File: src/sv/urupf_pkg.sv
// ----------------------------------------------------------------------------
// urupf_pkg
// Shared types, codes and header layout constants of the UDP rule update
// packet filter.
// ----------------------------------------------------------------------------
package urupf_pkg;

  localparam int HDR_LEN = 46;
  localparam int IDX_W = 6;
  localparam int HDR_AW = IDX_W + 1;

  localparam logic [IDX_W-1:0] HDR_LAST = 6'd45;
  localparam logic [IDX_W-1:0] HDR_FULL = 6'd46;

  localparam logic [IDX_W-1:0] POS_ETYPE_HI = 6'd12;
  localparam logic [IDX_W-1:0] POS_ETYPE_LO = 6'd13;
  localparam logic [IDX_W-1:0] POS_PROTO = 6'd23;
  localparam logic [IDX_W-1:0] POS_DPORT_HI = 6'd36;
  localparam logic [IDX_W-1:0] POS_DPORT_LO = 6'd37;
  localparam logic [IDX_W-1:0] POS_RESP = 6'd42;
  localparam logic [IDX_W-1:0] POS_CMD = 6'd43;
  localparam logic [IDX_W-1:0] POS_KEY_HI = 6'd44;
  localparam logic [IDX_W-1:0] POS_KEY_LO = 6'd45;

  localparam logic [IDX_W-1:0] LEN_ETH = 6'd14;
  localparam logic [IDX_W-1:0] LEN_IP = 6'd34;
  localparam logic [IDX_W-1:0] LEN_UDP = 6'd42;

  localparam logic [15:0] ETYPE_IPV4 = 16'h0800;
  localparam logic [7:0] PROTO_UDP = 8'd17;
  localparam logic [7:0] CMD_MAX = 8'd1;
  localparam logic [7:0] RESP_CODE = 8'd1;
  localparam logic [15:0] CONTROL_PORT_RESET = 16'd4242;

  localparam logic [1:0] VERDICT_PASS = 2'd0;
  localparam logic [1:0] VERDICT_TX = 2'd1;
  localparam logic [1:0] VERDICT_ABORT = 2'd2;

  localparam logic [1:0] KIND_VERDICT = 2'd0;
  localparam logic [1:0] KIND_HEADER = 2'd1;
  localparam logic [1:0] KIND_QUERY = 2'd2;

  typedef struct packed {
    logic [1:0] verdict;
    logic [15:0] key;
    logic cmd_bit;
  } judge_t;

  // Source position of each output header byte: MACs, IPs and ports swapped.
  function automatic logic [IDX_W-1:0] hdr_src(input logic [IDX_W-1:0] idx);
    logic [IDX_W-1:0] src;
    src = idx;
    if (idx < 6'd6) begin
      src = idx + 6'd6;
    end else if (idx < 6'd12) begin
      src = idx - 6'd6;
    end else if (idx >= 6'd26 && idx < 6'd30) begin
      src = idx + 6'd4;
    end else if (idx >= 6'd30 && idx < 6'd34) begin
      src = idx - 6'd4;
    end else if (idx == 6'd34 || idx == 6'd35) begin
      src = idx + 6'd2;
    end else if (idx == 6'd36 || idx == 6'd37) begin
      src = idx - 6'd2;
    end
    return src;
  endfunction

endpackage

File: src/sv/urupf_hdr_mem.sv
// ----------------------------------------------------------------------------
// urupf_hdr_mem
// Two banks of header bytes: one written by the incoming packet while the
// other is read out for the reply.
// ----------------------------------------------------------------------------
module urupf_hdr_mem (
  input  logic                       clk,
  input  logic                       we,
  input  logic [urupf_pkg::HDR_AW-1:0] waddr,
  input  logic [7:0]                 wdata,
  input  logic                       re,
  input  logic [urupf_pkg::HDR_AW-1:0] raddr,
  output logic [7:0]                 rdata
);

  logic [7:0] mem [0:(1 << urupf_pkg::HDR_AW)-1];

  always_ff @(posedge clk) begin
    if (we) begin
      mem[waddr] <= wdata;
    end
  end

  always_ff @(posedge clk) begin
    if (re) begin
      rdata <= mem[raddr];
    end
  end

endmodule

File: config.mk
export PLATFORM = sky130hd
export DESIGN_NAME = urupf_hdr_mem
export DESIGN_NICKNAME = d
export VERILOG_FILES = /design/src/sv/urupf_pkg.sv /design/src/sv/urupf_hdr_mem.sv
export SDC_FILE = /design/constraint.sdc
export NUM_CORES = 1
export LEC_CHECK = 0
export ABC_CLOCK_PERIOD_IN_PS = 2820
export BUFFER_PORTS_ARGS = -buffer_cell sky130_fd_sc_hd__clkbuf_2
export CAP_MARGIN = 25
export CELL_PAD_IN_SITES_DETAIL_PLACEMENT = 1
export CELL_PAD_IN_SITES_GLOBAL_PLACEMENT = 2
export CORE_MARGIN = 10
export CORE_UTILIZATION = 47
export CTS_CLUSTER_DIAMETER = 60
export DETAILED_ROUTE_END_ITERATION = 8
export PLACE_DENSITY = 0.75
export SLEW_MARGIN = 10
export SYNTH_ARGS = -nofsm -noshare
export SYNTH_HDL_FRONTEND = slang
export SYNTH_SLANG_ARGS = --single-unit
File: constraint.sdc
create_clock -name clk -period 2.82 [get_ports clk]
set_input_delay 0.282 -clock clk [delete_from_list [all_inputs] [get_ports clk]]
set_output_delay 0.282 -clock clk [all_outputs]
set_load 0.02 [all_outputs]
==> results.md <==
- Crit path time final: 2660 ps
- CP Capture Type: register
- Final Skew: 19.7 ps
- Leakage: 14.7 nW
- Share of layout cells above drive strength 1: 37.6%
- Most frequent cells in the layout: edfxtp_1 (1032), mux4_2 (336), buf_4 (192), nor2_1 (122), clkbuf_16 (106)
- Cell variety after synth: 16
- Layout Nets: 1934
- CTS Hold Bufs: 0
- Sequential share of power: 52.3%
- Core ar.: 83700 um^2
- Clock Latency Late Sink: 680 ps
- Slew headroom: 43.4%
- Port buffer count: 32
- Placement Setup Slack: -378 ps
- Crit path launch type: register
- Overall power: 32.5 mW
- Synthesized area: 39700 um^2
- Post-synthesis sequential area ratio: 78.0%
- Initial core utilization: 47.5%
- Die H: 311 um
- Vias/cell: 5.86
- Slew Limit Fails: 0
- ANT nets after route: 0
- Gr ovfl total: 0
- Routed via count: 18300
- DIE WIDTH: 311 um
- Total GRT Usage: 20.2%
- Largest net degree at the start of global routing: 129
- PD cells: 697 nW/um^2
- FMAX: 375 MHz
- Setup Buffers After CTS: 0
- Sinks on Clock Net: 1032
- WP data required: 3240 ps
- Total iterations of the first detailed-routing run: 5
- Longest Clk Path Bufs: 3
- CP max-delay cell: mux4_2
- Ant. Diodes: 0
- CP arrival: 3090 ps
- CTS tree: yes
- Non-Filler Instances: 3128
- Cell mode on critical path: mux4_2
- Post_cts resized: 0
- WL final: 97000 um
- Share of total power in combinational logic: 5.4%
- Clock share of power: 42.3%
- Synth Instances: 1635
- RSZ-0062 raised after global routing: false
- Worst Tran Pin Value: 850 ps
- Synth Warn #: 0
- #FFs+latches synth: 1032
- Post-Place Cells: 2936
- Peak VDD IR: 593 uV
- H-tree depth: 3
- I/O pins: 33
- Detailed Route Iter0 Violations: 2142
- Worst path cell trace: mux4_2 -> mux4_2 -> mux4_2 -> mux2_2
- First-pass GRT wire length: 142000 um
- Crit-path max FO: 1
- Crit Path Category: register to register
- CTS clock-pin slew for the worst setup and hold paths: 60 ps
- Path type of the worst min-delay path: input pin to register
- Final hold vios: 0
- Routed len/inst: 31.0 um
- Area Growth Syn to Fin: 17.2%
- Cts bufs inserted: 104
- Die area: 96600 um^2
- Final setup violation count: 0
- NetSw: 6.87 mW
- Post-DP HPWL: 62000 um
- Vias in the first global route: 19800
- Most common cell after layout, fill and taps aside: edfxtp_1
- Mapped Nets: 1660
- Setup ws final: 155 ps
- # rows: 106
- Run status: completed
- Total of max-cap violations: 0
- Final GP Congestion: 0.815
- Int Pwr: 25.6 mW
- DRC Markers: 0
- Sw Share: 21.2%
- Initial antenna violation count: 5
- Mean Syn Cell Area: 24.3 um^2
- Final period util: 94.5%
- Root buf cell: clkbuf_16
- CP max stage delay: 610 ps
synthesized netlist by cell type:
master	count	area [um^2]
edfxtp_1	1032	31000
mux4_2	336	7570
nor2_1	122	458
clkbuf_1	44	165
buf_1	18	67.6
buf_2	15	75.1
nand2_1	14	52.6
nand3_1	12	60.1
buf_4	11	82.6
nor3_1	9	45.0
mux2_2	8	90.1
nor2b_1	7	43.8
nand4_1	3	18.8
nand2b_1	2	12.5
buf_6	1	11.3
or3_1	1	6.26
cells by family after synthesis:
kind of cell           synth area share, %
buffers and inverters                 1.01
flip-flops                            78.0
multiplexers                          19.3
AND/OR/NAND/NOR                       1.75
power groups by stage:
stage	logic, mW	clock network [mW]	registers (mW)
detailed placement	1.76	0	17.3
global route	1.84	14.6	17.0
CTS	1.77	14.0	17.0
floorplan	0.859	0	17.3
finish	1.75	13.7	17.0
global placement	1.72	0	17.3
per-layer routing:
layer	wire length (um)	track usage (%)	share of wire [%]
met5	63	0	0.065
met4	3830	8.24	3.9
met3	7120	4.25	7.3
met2	47800	32.5	49
met1	38200	26.8	39
registers in the layout, summed over array words and instances (netlist names):
register and count:
mem 1024, rdata 8
critical path: cells and delay by family, from the launching register on:
family | cells | cell delay [ps]
flip-flops | 1 | 390
multiplexers | 4 | 2020
area by class of cell:
cell class / count / area, um^2
Clock buffer: 119 / 2700
Clock inverter: 72 / 693
Fill cell: 7014 / 37100
Multi-Input combinational cell: 514 / 8350
Sequential cell: 1032 / 31000
Tap cell: 1134 / 1420
Timing Repair Buffer: 257 / 2440
metrics by stage:
step	cell area, um^2	setup TNS [ps]	hold WS (ps)	utilization, %
after global routing	46600	0	50.4	55.7
after floorplan	39800	0	381	-
after CTS	46600	0	53.1	55.6
after global placement	43200	-2050	760	51.6
final	46600	0	63.2	55.7
after detailed placement	43200	-2260	774	51.6
path summary, 6_finish.rpt:
path	from	endpoint	slack (ps)	cells after the start
worst max-delay path	mem[108][5]	rdata[5]	160	4
worst min-delay path	wdata[3]	mem[119][3]	60	1
worst max register to register	mem[108][5]	rdata[5]	160	4
worst min register to register	mem[87][2]	rdata[2]	1230	4
No activity file was read; power rests on OpenSTA's default activity.
