$ cat src/sv/urupf_pkg.sv
// ----------------------------------------------------------------------------
// urupf_pkg
// Shared types, codes and header layout constants of the UDP rule update
// packet filter.
// ----------------------------------------------------------------------------
package urupf_pkg;

  localparam int HDR_LEN = 46;
  localparam int IDX_W = 6;
  localparam int HDR_AW = IDX_W + 1;

  localparam logic [IDX_W-1:0] HDR_LAST = 6'd45;
  localparam logic [IDX_W-1:0] HDR_FULL = 6'd46;

  localparam logic [IDX_W-1:0] POS_ETYPE_HI = 6'd12;
  localparam logic [IDX_W-1:0] POS_ETYPE_LO = 6'd13;
  localparam logic [IDX_W-1:0] POS_PROTO = 6'd23;
  localparam logic [IDX_W-1:0] POS_DPORT_HI = 6'd36;
  localparam logic [IDX_W-1:0] POS_DPORT_LO = 6'd37;
  localparam logic [IDX_W-1:0] POS_RESP = 6'd42;
  localparam logic [IDX_W-1:0] POS_CMD = 6'd43;
  localparam logic [IDX_W-1:0] POS_KEY_HI = 6'd44;
  localparam logic [IDX_W-1:0] POS_KEY_LO = 6'd45;

  localparam logic [IDX_W-1:0] LEN_ETH = 6'd14;
  localparam logic [IDX_W-1:0] LEN_IP = 6'd34;
  localparam logic [IDX_W-1:0] LEN_UDP = 6'd42;

  localparam logic [15:0] ETYPE_IPV4 = 16'h0800;
  localparam logic [7:0] PROTO_UDP = 8'd17;
  localparam logic [7:0] CMD_MAX = 8'd1;
  localparam logic [7:0] RESP_CODE = 8'd1;
  localparam logic [15:0] CONTROL_PORT_RESET = 16'd4242;

  localparam logic [1:0] VERDICT_PASS = 2'd0;
  localparam logic [1:0] VERDICT_TX = 2'd1;
  localparam logic [1:0] VERDICT_ABORT = 2'd2;

  localparam logic [1:0] KIND_VERDICT = 2'd0;
  localparam logic [1:0] KIND_HEADER = 2'd1;
  localparam logic [1:0] KIND_QUERY = 2'd2;

  typedef struct packed {
    logic [1:0] verdict;
    logic [15:0] key;
    logic cmd_bit;
  } judge_t;

  // Source position of each output header byte: MACs, IPs and ports swapped.
  function automatic logic [IDX_W-1:0] hdr_src(input logic [IDX_W-1:0] idx);
    logic [IDX_W-1:0] src;
    src = idx;
    if (idx < 6'd6) begin
      src = idx + 6'd6;
    end else if (idx < 6'd12) begin
      src = idx - 6'd6;
    end else if (idx >= 6'd26 && idx < 6'd30) begin
      src = idx + 6'd4;
    end else if (idx >= 6'd30 && idx < 6'd34) begin
      src = idx - 6'd4;
    end else if (idx == 6'd34 || idx == 6'd35) begin
      src = idx + 6'd2;
    end else if (idx == 6'd36 || idx == 6'd37) begin
      src = idx - 6'd2;
    end
    return src;
  endfunction

endpackage

$ cat src/sv/urupf_parser.sv
// ----------------------------------------------------------------------------
// urupf_parser
// Counts packet bytes, picks out the header fields on the fly and judges
// the packet on its last byte.
// ----------------------------------------------------------------------------
module urupf_parser #(
  parameter int RULE_ENTRIES = 65536
) (
  input  logic                        clk,
  input  logic                        rst,
  input  logic [15:0]                 control_port,
  input  logic                        byte_valid,
  input  logic [7:0]                  data_byte,
  input  logic                        last,
  output logic                        wr_en,
  output logic [urupf_pkg::IDX_W-1:0] wr_idx,
  output urupf_pkg::judge_t           judge
);

  logic [urupf_pkg::IDX_W-1:0] byte_count;
  logic [urupf_pkg::IDX_W-1:0] byte_count_next;
  logic [urupf_pkg::IDX_W-1:0] n_after;
  logic stored;
  logic [7:0] etype_hi, etype_lo, proto, dport_hi, dport_lo, cmd, key_hi, key_lo;
  logic [7:0] etype_hi_e, etype_lo_e, proto_e, dport_hi_e, dport_lo_e;
  logic [7:0] cmd_e, key_hi_e, key_lo_e;
  logic [15:0] key;
  logic is_update;

  assign stored = byte_count < urupf_pkg::HDR_FULL;
  assign wr_en = byte_valid && stored;
  assign wr_idx = byte_count;
  assign n_after = stored ? byte_count + 6'd1 : byte_count;

  always_comb begin
    byte_count_next = byte_count;
    if (byte_valid) begin
      byte_count_next = last ? '0 : n_after;
    end
  end

  always_ff @(posedge clk) begin
    if (rst) begin
      byte_count <= '0;
    end else begin
      byte_count <= byte_count_next;
    end
  end

  always_ff @(posedge clk) begin
    if (wr_en) begin
      case (byte_count)
        urupf_pkg::POS_ETYPE_HI: etype_hi <= data_byte;
        urupf_pkg::POS_ETYPE_LO: etype_lo <= data_byte;
        urupf_pkg::POS_PROTO: proto <= data_byte;
        urupf_pkg::POS_DPORT_HI: dport_hi <= data_byte;
        urupf_pkg::POS_DPORT_LO: dport_lo <= data_byte;
        urupf_pkg::POS_CMD: cmd <= data_byte;
        urupf_pkg::POS_KEY_HI: key_hi <= data_byte;
        urupf_pkg::POS_KEY_LO: key_lo <= data_byte;
        default: ;
      endcase
    end
  end

  // The byte in flight counts as already stored.
  assign etype_hi_e = (stored && byte_count == urupf_pkg::POS_ETYPE_HI) ? data_byte : etype_hi;
  assign etype_lo_e = (stored && byte_count == urupf_pkg::POS_ETYPE_LO) ? data_byte : etype_lo;
  assign proto_e = (stored && byte_count == urupf_pkg::POS_PROTO) ? data_byte : proto;
  assign dport_hi_e = (stored && byte_count == urupf_pkg::POS_DPORT_HI) ? data_byte : dport_hi;
  assign dport_lo_e = (stored && byte_count == urupf_pkg::POS_DPORT_LO) ? data_byte : dport_lo;
  assign cmd_e = (stored && byte_count == urupf_pkg::POS_CMD) ? data_byte : cmd;
  assign key_hi_e = (stored && byte_count == urupf_pkg::POS_KEY_HI) ? data_byte : key_hi;
  assign key_lo_e = (stored && byte_count == urupf_pkg::POS_KEY_LO) ? data_byte : key_lo;

  assign key = {key_hi_e, key_lo_e};

  assign is_update = n_after >= urupf_pkg::LEN_ETH
      && {etype_hi_e, etype_lo_e} == urupf_pkg::ETYPE_IPV4
      && n_after >= urupf_pkg::LEN_IP && proto_e == urupf_pkg::PROTO_UDP
      && n_after >= urupf_pkg::LEN_UDP && {dport_hi_e, dport_lo_e} == control_port
      && n_after == urupf_pkg::HDR_FULL && cmd_e <= urupf_pkg::CMD_MAX;

  always_comb begin
    judge.key = key;
    judge.cmd_bit = cmd_e[0];
    if (!is_update) begin
      judge.verdict = urupf_pkg::VERDICT_PASS;
    end else if ({1'b0, key} >= 17'(RULE_ENTRIES)) begin
      judge.verdict = urupf_pkg::VERDICT_ABORT;
    end else begin
      judge.verdict = urupf_pkg::VERDICT_TX;
    end
  end

endmodule

$ cat config.mk
export PLATFORM = sky130hd
export DESIGN_NAME = urupf_parser
export DESIGN_NICKNAME = d
export VERILOG_FILES = /design/src/sv/urupf_pkg.sv /design/src/sv/urupf_parser.sv
export SDC_FILE = /design/constraint.sdc
export NUM_CORES = 1
export LEC_CHECK = 0
export BUFFER_PORTS_ARGS = -buffer_cell sky130_fd_sc_hd__buf_2
export CAP_MARGIN = 20
export CORE_AREA = 2 2 76 133
export CTS_CLUSTER_DIAMETER = 120
export CTS_CLUSTER_SIZE = 28
export DETAILED_ROUTE_END_ITERATION = 6
export DIE_AREA = 0 0 78 135
export SLEW_MARGIN = 10
export SYNTH_ARGS = -nofsm -noshare
export SYNTH_HDL_FRONTEND = slang
export SYNTH_SLANG_ARGS = --single-unit
$ cat constraint.sdc
create_clock -name clk -period 3.5 [get_ports clk]
set_input_delay 0.35 -clock clk [delete_from_list [all_inputs] [get_ports clk]]
set_output_delay 0.35 -clock clk [all_outputs]
set_load 0.005 [all_outputs]
==> results.txt, run 1 <==
Pre-antenna DRT Iters - 4
Origin of the worst setup path - wr_idx[1]$_SDFFE_PP0P_
CTS root buf - clkbuf_16
Synth cell types - 49
Asr flop ratio synth - 0
Skew-Pair Late Insertion Delay - 0.33 ns
Largest net degree at the start of global routing - 15
Worst-path cell chain - ha_1 -> nor2b_1 -> nand3_1 -> a21boi_0 -> o2111ai_1 -> or4_1 -> nor4_2 -> buf_2
R2R depth - 4
Status - finished clean
Critical path depth - 8
Worst hold path depth - 2
Port bufs - 52
Tmin final - 3.177 ns
Synth warnings - 0
Util after Layout - 0.4318
Initial Utilization - 0.3456
Postcts setup bufs - 0
Max Used Layer - met4
Met2 WL - 4464 um
Worst path bufs/invs - 1
LEAKAGE - 0.001513 uW
Post-CTS Hold Buffers - 0
DRC Markers - 0
Fin. Hold Viols - 0
Period utilization - 0.9078
Cell family with most CP delay - simple AND/OR/NAND/NOR gates
Non-Filler Instances - 437
Max VDD drop - 0.0003555 V
Die Footprint - 10530 um2
Placed Cells - 421
Clock sinks - 70
Grt ovf - 0
Vias in the first global route - 2290
Slowest stage cell, crit path - dfxtp_1
Post-synth EDFFs - 64
CTS clock-pin slew for the worst setup and hold paths - 0.05 ns
Clk_skew - 0.008177 ns
Area share of the leading cell type in the synthesized netlist - 0.5910
Max cap viols - 0
Vias per Instance - 5.137
Inserted Diodes - 0
Setup TNS - 0 ns
Met1 WL - 3253 um
Worst Path Max Fanout - 10
Largest stage delay, worst path - 0.52 ns
Synth Net Count - 275
Top FF cell, synth - edfxtp_1
Fill count - 900
Die Ht - 135 um
Met3 WL - 397 um
Worst-Margin Slew - 0.7064 ns
Layout area overhead - 24.93%
Mean Syn Cell Area - 13.33 um2
Setup CP Type - reg -> out
Iteration-0 DRC Markers - 129
Antenna violations before repair - 0
Fmax - 0.3147 GHz
Hold Path Origin - rst
R2r startpoint - wr_idx[3]$_SDFFE_PP0P_
Cells after synthesis - 244
WP data arrival - 2.83 ns
Nets - 341
CTS tree - done
IO Pins - 54
Cell taking the most area after synthesis - edfxtp_1
H-tree depth - 3
Startpoint type of the worst setup path - register
Sequential share of the synthesized area - 0.6279
Worst min-delay path class - in -> reg
DRT Wirelength - 8345 um
Deepest clock path buffer count - 2
Synth Cell Area - 3252 um2
Slew HR - 0.5274
DR WL/cell - 19.10 um
Endpoint type of the worst setup path - output port
Seq cells post-synth - 70
WP data required - 3.15 ns
Die width - 78 um
Total CTS buffers - 9
Via count - 2245
Resize count post-CTS - 0
Pins Over Slew Limit - 0
All-layer global routing usage - 0.1676
Layout cell share with drive strength beyond 1 - 0.3175
# setup viols final - 0
ANT nets after route - 0
Pwr/cell area - 517.4 nW/um2
Unrepaired setup endpoints after global routing - false
Main area contributors after synthesis - edfxtp_1, mux2_2, dfxtp_1, mux2i_1, xor2_1
FP Rows - 47
First-pass GRT wire length - 12800 um
Detailed Place HPWL - 6051 um
Gpl congestion - 0.8750
Core outline area - 9409 um2
==> registers in the layout (all words and copies together) (netlist names) <==
name,flops
cmd,8
key_lo,8
key_hi,8
dport_lo,8
etype_lo,8
etype_hi,8
proto,8
dport_hi,8
wr_idx,6
==> cell usage after synthesis (2+ instances only) <==
cell	instances
edfxtp_1	64
mux2_2	20
inv_1	15
nor2_1	13
a21oi_1	10
nand2_1	9
nor3_1	9
o21ai_0	9
mux2i_1	8
xor2_1	8
dfxtp_1	6
o22ai_1	5
xnor2_1	5
nand3_1	4
nor4_1	4
a22oi_1	3
buf_4	3
clkbuf_1	3
ha_1	3
nand4_1	3
nand4b_1	3
nor4b_1	3
a21o_1	2
a222oi_1	2
a31oi_1	2
and3_1	2
nor2b_1	2
o2111ai_1	2
or4_1	2
==> through the flow <==
| stage | cell area (um2) | hold WS, ns | setup WS, ns | power (uW) |
|---|---|---|---|---|
| CTS | 4063 | 0.2779 | 0.3140 | 2119 |
| floorplan | 3252 | 0.4191 | 0.9266 | 961.1 |
| global route | 4063 | 0.2833 | 0.03399 | 2157 |
| detailed placement | 3701 | 0.6302 | 0.6725 | 1021 |
| global placement | 3701 | 0.6267 | 0.6729 | 1020 |
| finish | 4063 | 0.2844 | 0.3228 | 2102 |
==> final cells by class <==
class / count / area (um2) / area share
clock inverters: 6 / 132.6 / 0.03265
inverters: 15 / 56.30 / 0.01386
well taps: 122 / 152.6 / 0.03757
multi-input cells: 152 / 1115 / 0.2744
repair buffers: 62 / 335.3 / 0.08254
clock buffers: 10 / 229.0 / 0.05636
flip-flops and latches: 70 / 2042 / 0.5026
==> worst reg2reg max path: stages (launching register included) <==
cell	delay, ns
dfxtp_1	0.44
and3_1	0.25
o21ai_0	0.40
and2_1	0.26
nor2b_1	0.56
==> cells in the final DEF (no fill, tap or decap), types with 2 or more instances in the layout <==
cell type,n
edfxtp_1,64
buf_2,52
mux2_2,20
inv_1,15
nor2_1,13
a21oi_1,10
buf_4,10
nand2_1,9
o21ai_0,9
nor3_1,9
clkbuf_16,9
mux2i_1,8
xor2_1,8
dfxtp_1,6
xnor2_1,5
o22ai_1,5
nand3_1,4
nor4_1,4
bufinv_16,4
nand4b_1,3
a22oi_1,3
nand4_1,3
nor4b_1,3
ha_1,3
nor2b_1,2
and3_1,2
a21o_1,2
a31oi_1,2
o2111ai_1,2
or4_1,2
a222oi_1,2
==> cell families (layout without fill, tap and decap cells) <==
group / Yosys count / count (layout) / share of synthesized area
flops: 70 / 70 / 0.6279
simple gates: 64 / 64 / 0.1154
compound gates: 43 / 43 / 0.08581
mux: 28 / 28 / 0.09388
buf+inv: 22 / 93 / 0.02924
xor+xnor: 13 / 13 / 0.03501
fa+ha+maj: 3 / 3 / 0.01154
other cells: 1 / 1 / 0.001153
==> power breakdown <==
| group | internal [uW] | switching [uW] |
|---|---|---|
| Clock | 768 | 330 |
| Combinational | 31.7 | 57.8 |
| Sequential | 912 | 1.89 |
| Total | 1710 | 390 |
==> metal layers <==
metal,up-vias,global-route usage
li1,1066,-
met1,1089,0.1873
met2,77,0.2931
met3,13,0.03543
met4,0,0.09357
met5,-,0
==> worst paths after layout <==
kind | to | slack, ns
max | judge[17] | 0.32
min reg2reg | wr_idx[2]$_SDFFE_PP0P_ | 0.67
max reg2reg | cmd[6]$_DFFE_PP_ | 1.21
min | wr_idx[3]$_SDFFE_PP0P_ | 0.28
Power figures use the tool's default switching activity.
==> inputs of run 2 (changes only) <==
- ABC_AREA: default -> 1
- ABC_CLOCK_PERIOD_IN_PS: default -> 3500
- CORE_AREA: 2 2 76 133 -> 2 2 79 137
- DIE_AREA: 0 0 78 135 -> 0 0 81 139
==> run 2 against run 1 <==
Compared with the run above: via count increased by 20%; clock power shrank 6%; global-route usage is essentially flat; critical path depth grew 4; clock skew down 0.0010 ns; wire length rose by 7.2%; worst hold slack got worse by 0.022 ns; non-clock buffer count is 9 lower; critical path type unchanged; critical endpoint unchanged; largest cell class unchanged; largest power group unchanged; highest routed layer unchanged.
==> results.txt, run 2 <==
Setup TNS - 0 ns
Hold Path Origin - rst
Vias per Instance - 4.730
FP Rows - 49
Status - finished clean
Cell taking the most area after synthesis - edfxtp_1
Clock sinks - 70
DRT Wirelength - 8947 um
Synth Area in Simple Gates - 0.2544
IO Pins - 54
WP data arrival - 2.33 ns
Commonest non-fill, non-tap cells in the layout - nand2_1, edfxtp_1, buf_2, inv_1, nor2_1
Port bufs - 52
DRC Markers - 0
CTS root buf - clkbuf_16
Grt ovf - 0
Worst Path Max Fanout - 14
Post-synth EDFFs - 64
Resize count post-CTS - 0
Cells after synthesis - 382
Deepest clock path buffer count - 2
LEAKAGE - 0.001743 uW
ANT nets after route - 0
Inserted Diodes - 0
Met1 WL - 3535 um
Period utilization - 0.7664
Pwr/cell area - 486.4 nW/um2
R2r startpoint - wr_idx[0]$_SDFFE_PP0P_
Commonest cells post-synth - nand2_1, edfxtp_1, inv_1
Layout cell share with drive strength beyond 1 - 0.1738
Fin. Hold Viols - 0
Placed Cells - 554
All-layer global routing usage - 0.1672
Detailed Place HPWL - 6469 um
Antenna violations before repair - 0
Iteration-0 DRC Markers - 151
Layout area overhead - 20.57%
Max cap viols - 0
Die Ht - 139 um
Die width - 81 um
Initial Utilization - 0.3388
Fmax - 0.3728 GHz
Nets - 469
Via count - 2696
Post-CTS Hold Buffers - 0
Pins Over Slew Limit - 0
Unrepaired setup endpoints after global routing - false
Fill count - 1060
Met3 WL - 433 um
Synth warnings - 0
Post-synthesis mux area share - 0
Max VDD drop - 0.0004002 V
Postcts setup bufs - 0
Pre-antenna DRT Iters - 5
Area share of the leading cell type in the synthesized netlist - 0.5573
Main combinational cell family by area after synthesis - simple AND/OR/NAND/NOR gates
Endpoint type of the worst setup path - output port
Top FF cell, synth - edfxtp_1
DR WL/cell - 15.70 um
Max Used Layer - met4
Main area contributors after synthesis - edfxtp_1, nand2_1, inv_1, nor2_1, nand3_1
Cell with the most instances after synthesis - nand2_1
Skew-Pair Late Insertion Delay - 0.34 ns
CTS clock-pin slew for the worst setup and hold paths - 0.06 ns
Die Footprint - 11260 um2
Mean Syn Cell Area - 9.027 um2
Seq cells post-synth - 70
Complex-gate fraction of the synthesized area - 0.06821
Gpl congestion - 0.8176
Sequential share of the synthesized area - 0.5922
Startpoint type of the worst setup path - register
Synth Cell Area - 3448 um2
Asr flop ratio synth - 0
WP data required - 3.15 ns
Tmin final - 2.682 ns
Origin of the worst setup path - wr_idx[0]$_SDFFE_PP0P_
Clk_skew - 0.007155 ns
Met2 WL - 4703 um
Setup CP Type - reg -> out
Non-Filler Instances - 570
Vias in the first global route - 2646
Synth cell types - 27
First-pass GRT wire length - 13750 um
Largest net degree at the start of global routing - 18
Total CTS buffers - 9
Worst min-delay path class - in -> reg
Core outline area - 10180 um2
Xor and xnor area share after synthesis - 0.002540
H-tree depth - 3
Adder-cell area share of the yosys netlist - 0.01089
Worst-Margin Slew - 0.6618 ns
# setup viols final - 0
Slew HR - 0.5571
Synth Net Count - 413
CTS tree - done
Commonest non-fill, non-tap cell in the layout - nand2_1
run 2: cell count changes after synthesis, sizes merged, moves of 20 or more:
cell,delta
o21ai,+22
nor2,+29
nand2,+112
mux2,-20
nand3,+25
inv,+35
run 2: worst paths after layout:
check	depth (start not counted)	to	slack [ns]
worst max-delay path	12	judge[17]	0.82
worst min-delay path	2	wr_idx[0]$_SDFFE_PP0P_	0.26
worst max register to register	5	key_lo[1]$_DFFE_PP_	1.24
worst min register to register	2	wr_idx[1]$_SDFFE_PP0P_	0.55
run 2: cell type report:
type | count | area [um2] | area share
repair buffers | 53 | 267.8 | 0.06440
clock buffers | 10 | 229.0 | 0.05507
flip-flops and latches | 70 | 2042 | 0.4911
clock inverters | 6 | 110.1 | 0.02648
multi-input cells | 254 | 1162 | 0.2796
inverters | 50 | 187.7 | 0.04514
well taps | 127 | 158.9 | 0.03822
run 2: critical path, stage by stage, from the launching register on:
cell and delay (ns):
dfxtp_1 0.45, ha_1 0.28, nand3_1 0.14, nor2_4 0.29
nand2_1 0.12, o21ai_1 0.10, nand2_1 0.06, nand2_1 0.06
nand2_1 0.08, nor2_1 0.12, nand3_1 0.08, nor2_1 0.09
buf_2 0.12
run 2: where the power goes:
part / internal [uW] / switching (uW)
clock network: 694 / 338
registers: 912 / 1.66
logic: 22.2 / 53.5
run 2: kinds of logic (layout without fill, tap and decap cells):
group | after synthesis | after routing
AOI/OAI and AO/OA | 44 | 44
xor gates and xnor gates | 1 | 1
adders and majority gates | 3 | 3
buffers and inverters | 58 | 119
DFF | 70 | 70
other | 1 | 1
and+or+nand+nor | 205 | 205
run 2: metal layers:
layer	track usage	vias to the layer above
li1	-	1369
met1	0.1896	1236
met2	0.2871	75
met3	0.03516	16
met4	0.08653	0
met5	0	-
run 2: stage by stage:
stage	cell area, um2	total power, uW	hold WS (ns)	setup WS (ns)	utilization
after floorplan	3448	958.9	0.4191	1.551	-
after global placement	3819	1006	0.5150	1.235	0.3752
after detailed placement	3819	1008	0.5342	1.162	0.3752
after CTS	4158	2034	0.2577	0.8051	0.4085
after global routing	4158	2087	0.2779	0.6445	0.4085
final	4158	2022	0.2623	0.8177	0.4085
==> inputs of run 3 (changes only) <==
- ABC_AREA: 1 -> 0
- ABC_CLOCK_PERIOD_IN_PS: 3500 -> 2300
- CORE_AREA: 2 2 79 137 -> 2 2 76 133
- DIE_AREA: 0 0 81 139 -> 0 0 78 135
- clock period: 3.5 -> 2.3 ns (I/O delays scaled with it)
==> run 3 against run 2 <==
Compared with the run above: the flow now finishes with violations (setup timing); setup slack got worse by 1.2 ns; wire length fell by 1.9%; first-iteration DRC count is 23% lower; cell count down 16%; clock-buffer cell count decreased by 1; largest power group unchanged.
==> results.txt, run 3 (synthesized netlist as in run 1, its figures left out) <==
Worst min-delay path class - in -> reg
Worst-Margin Slew - 0.5245 ns
Met2 WL - 4674 um
Total CTS buffers - 9
FP Rows - 47
Iteration-0 DRC Markers - 116
Commonest non-fill, non-tap cells in the layout - edfxtp_1, buf_4, buf_2, mux2_2
Pins Over Slew Limit - 0
Total power - 3033 uW
Post-placement cell area - 4020 um2
Met1 WL - 3367 um
Inserted Diodes - 0
Core outline area - 9409 um2
Pre-antenna DRT Iters - 4
Worst Path Max Fanout - 1
Clock sinks - 70
Detailed Place HPWL - 6562 um
LEAKAGE - 0.001714 uW
Layout cell share with drive strength beyond 1 - 0.4385
CTS clock-pin slew for the worst setup and hold paths - 0.06 ns
Grt ovf - 0
Max Used Layer - met4
Fin. Hold Viols - 0
Setup CP Type - reg -> out
Die Ht - 135 um
Unrepaired setup endpoints after global routing - true
ANT nets after route - 0
CTS root buf - clkbuf_16
Nets - 384
DP Worst Slack - -0.1117 ns
Slew HR - 0.6471
Max cap viols - 0
R2r startpoint - wr_idx[1]$_SDFFE_PP0P_
Hold EP - wr_idx[0]$_SDFFE_PP0P_
FF-to-FF End - cmd[1]$_DFFE_PP_
Gpl congestion - 0.9117
IO Pins - 54
Post-CTS Hold Buffers - 0
Fmax - 0.3747 GHz
Final Instance Area - 4399 um2
Failing checks - setup timing
H-tree depth - 3
R2R depth - 8
DR WL/cell - 18.29 um
Deepest clock path buffer count - 2
Die width - 78 um
Vias in the first global route - 2558
Status - finished with violations
Period utilization - 1.160
Initial Utilization - 0.3456
Die Footprint - 10530 um2
Largest net degree at the start of global routing - 14
DRT Wirelength - 8777 um
WP data arrival - 2.44 ns
First-pass GRT wire length - 13720 um
Hold Path Origin - rst
Final setup margin - -0.3689 ns
Tmin final - 2.669 ns
Setup TNS - -0.3689 ns
Met3 WL - 331 um
Skew-Pair Late Insertion Delay - 0.33 ns
Clk_skew - 0.004227 ns
DRC Markers - 0
Port bufs - 52
Pwr/cell area - 689.5 nW/um2
Fill count - 884
Layout area overhead - 35.28%
CTS tree - done
WP data required - 2.07 ns
FF-to-FF setup slack - 0.51 ns
Vias per Instance - 5.058
Max VDD drop - 0.0007468 V
Endpoint type of the worst setup path - output port
Worst hold path depth - 2
# setup viols final - 1
Antenna violations before repair - 0
All-layer global routing usage - 0.1774
Commonest non-fill, non-tap cell in the layout - edfxtp_1
Via count - 2428
Util after Layout - 0.4676
Startpoint type of the worst setup path - register
run 3: changes by cell type in the layout (fill, tap and decap cells not counted), sizes merged, moves of 7 or more:
cell	delta
mux2	+20
nand2	-112
inv	-34
nor2	-29
xor2	+7
nand3	-25
nor3	+7
mux2i	+8
o21ai	-22
buf	+52
run 3: final cells by class:
cell class | count | area [um2] | share of cell area
Clock buffer | 9 | 225.2 | 0.05119
Clock inverter | 7 | 96.34 | 0.02190
Inverter | 15 | 56.30 | 0.01280
Multi-Input combinational cell | 152 | 1166 | 0.2651
Sequential cell | 70 | 2044 | 0.4647
Tap cell | 122 | 152.6 | 0.03470
Timing Repair Buffer | 105 | 658.1 | 0.1496
run 3: per-layer routing:
metal,up-vias,GRT usage
met5,-,0
li1,1158,-
met1,1160,0.1863
met3,31,0.03409
met2,79,0.3142
met4,0,0.1228
run 3: worst max path at each step:
| stage | startpoint | end | slack [ns] | depth (start not counted) |
|---|---|---|---|---|
| final | etype_hi[4]$_DFFE_PP_ | judge[17] | -0.37 | 7 |
| after detailed placement | wr_idx[0]$_SDFFE_PP0P_ | judge[17] | -0.11 | 7 |
| after global placement | data_byte[3] | judge[17] | -0.12 | 8 |
| after floorplan | wr_idx[5]$_SDFFE_PP0P_ | judge[17] | 0.0009 | 8 |
| after global routing | wr_idx[2]$_SDFFE_PP0P_ | judge[17] | -0.53 | 8 |
| after CTS | wr_idx[4]$_SDFFE_PP0P_ | judge[17] | -0.39 | 7 |
run 3: where the power goes:
| group | switching [uW] | total [uW] | internal, uW |
|---|---|---|---|
| Sequential | 2.10 | 1390 | 1390 |
| Clock | 532 | 1480 | 952 |
| Combinational | 92.6 | 159 | 66.7 |
| Total | 627 | 3030 | 2410 |
run 3: worst max-delay path: stages (launching register included):
cell	delay (ns)
edfxtp_1	0.36
nor4_1	0.51
a2bb2oi_1	0.15
a31oi_1	0.20
o2111ai_1	0.13
or4_4	0.43
nor4_2	0.17
buf_2	0.16
run 3: stage by stage:
stage | hold WS, ns | cells
5_1_grt | 0.1489 | 480
3_3_place_gp | 0.4985 | 462
3_5_place_dp | 0.5008 | 462
6_report | 0.1470 | 480
4_1_cts | 0.1317 | 479
2_1_floorplan | 0.2950 | 244
run 3: what timing repair did:
item                                    CTS  global route
endpoints found under the setup margin    9            17
resized for setup                         5             4
gates cloned                              0             0
endpoints found under the hold margin     0             0
setup buffers                             1             1
pin swaps                                 1             3
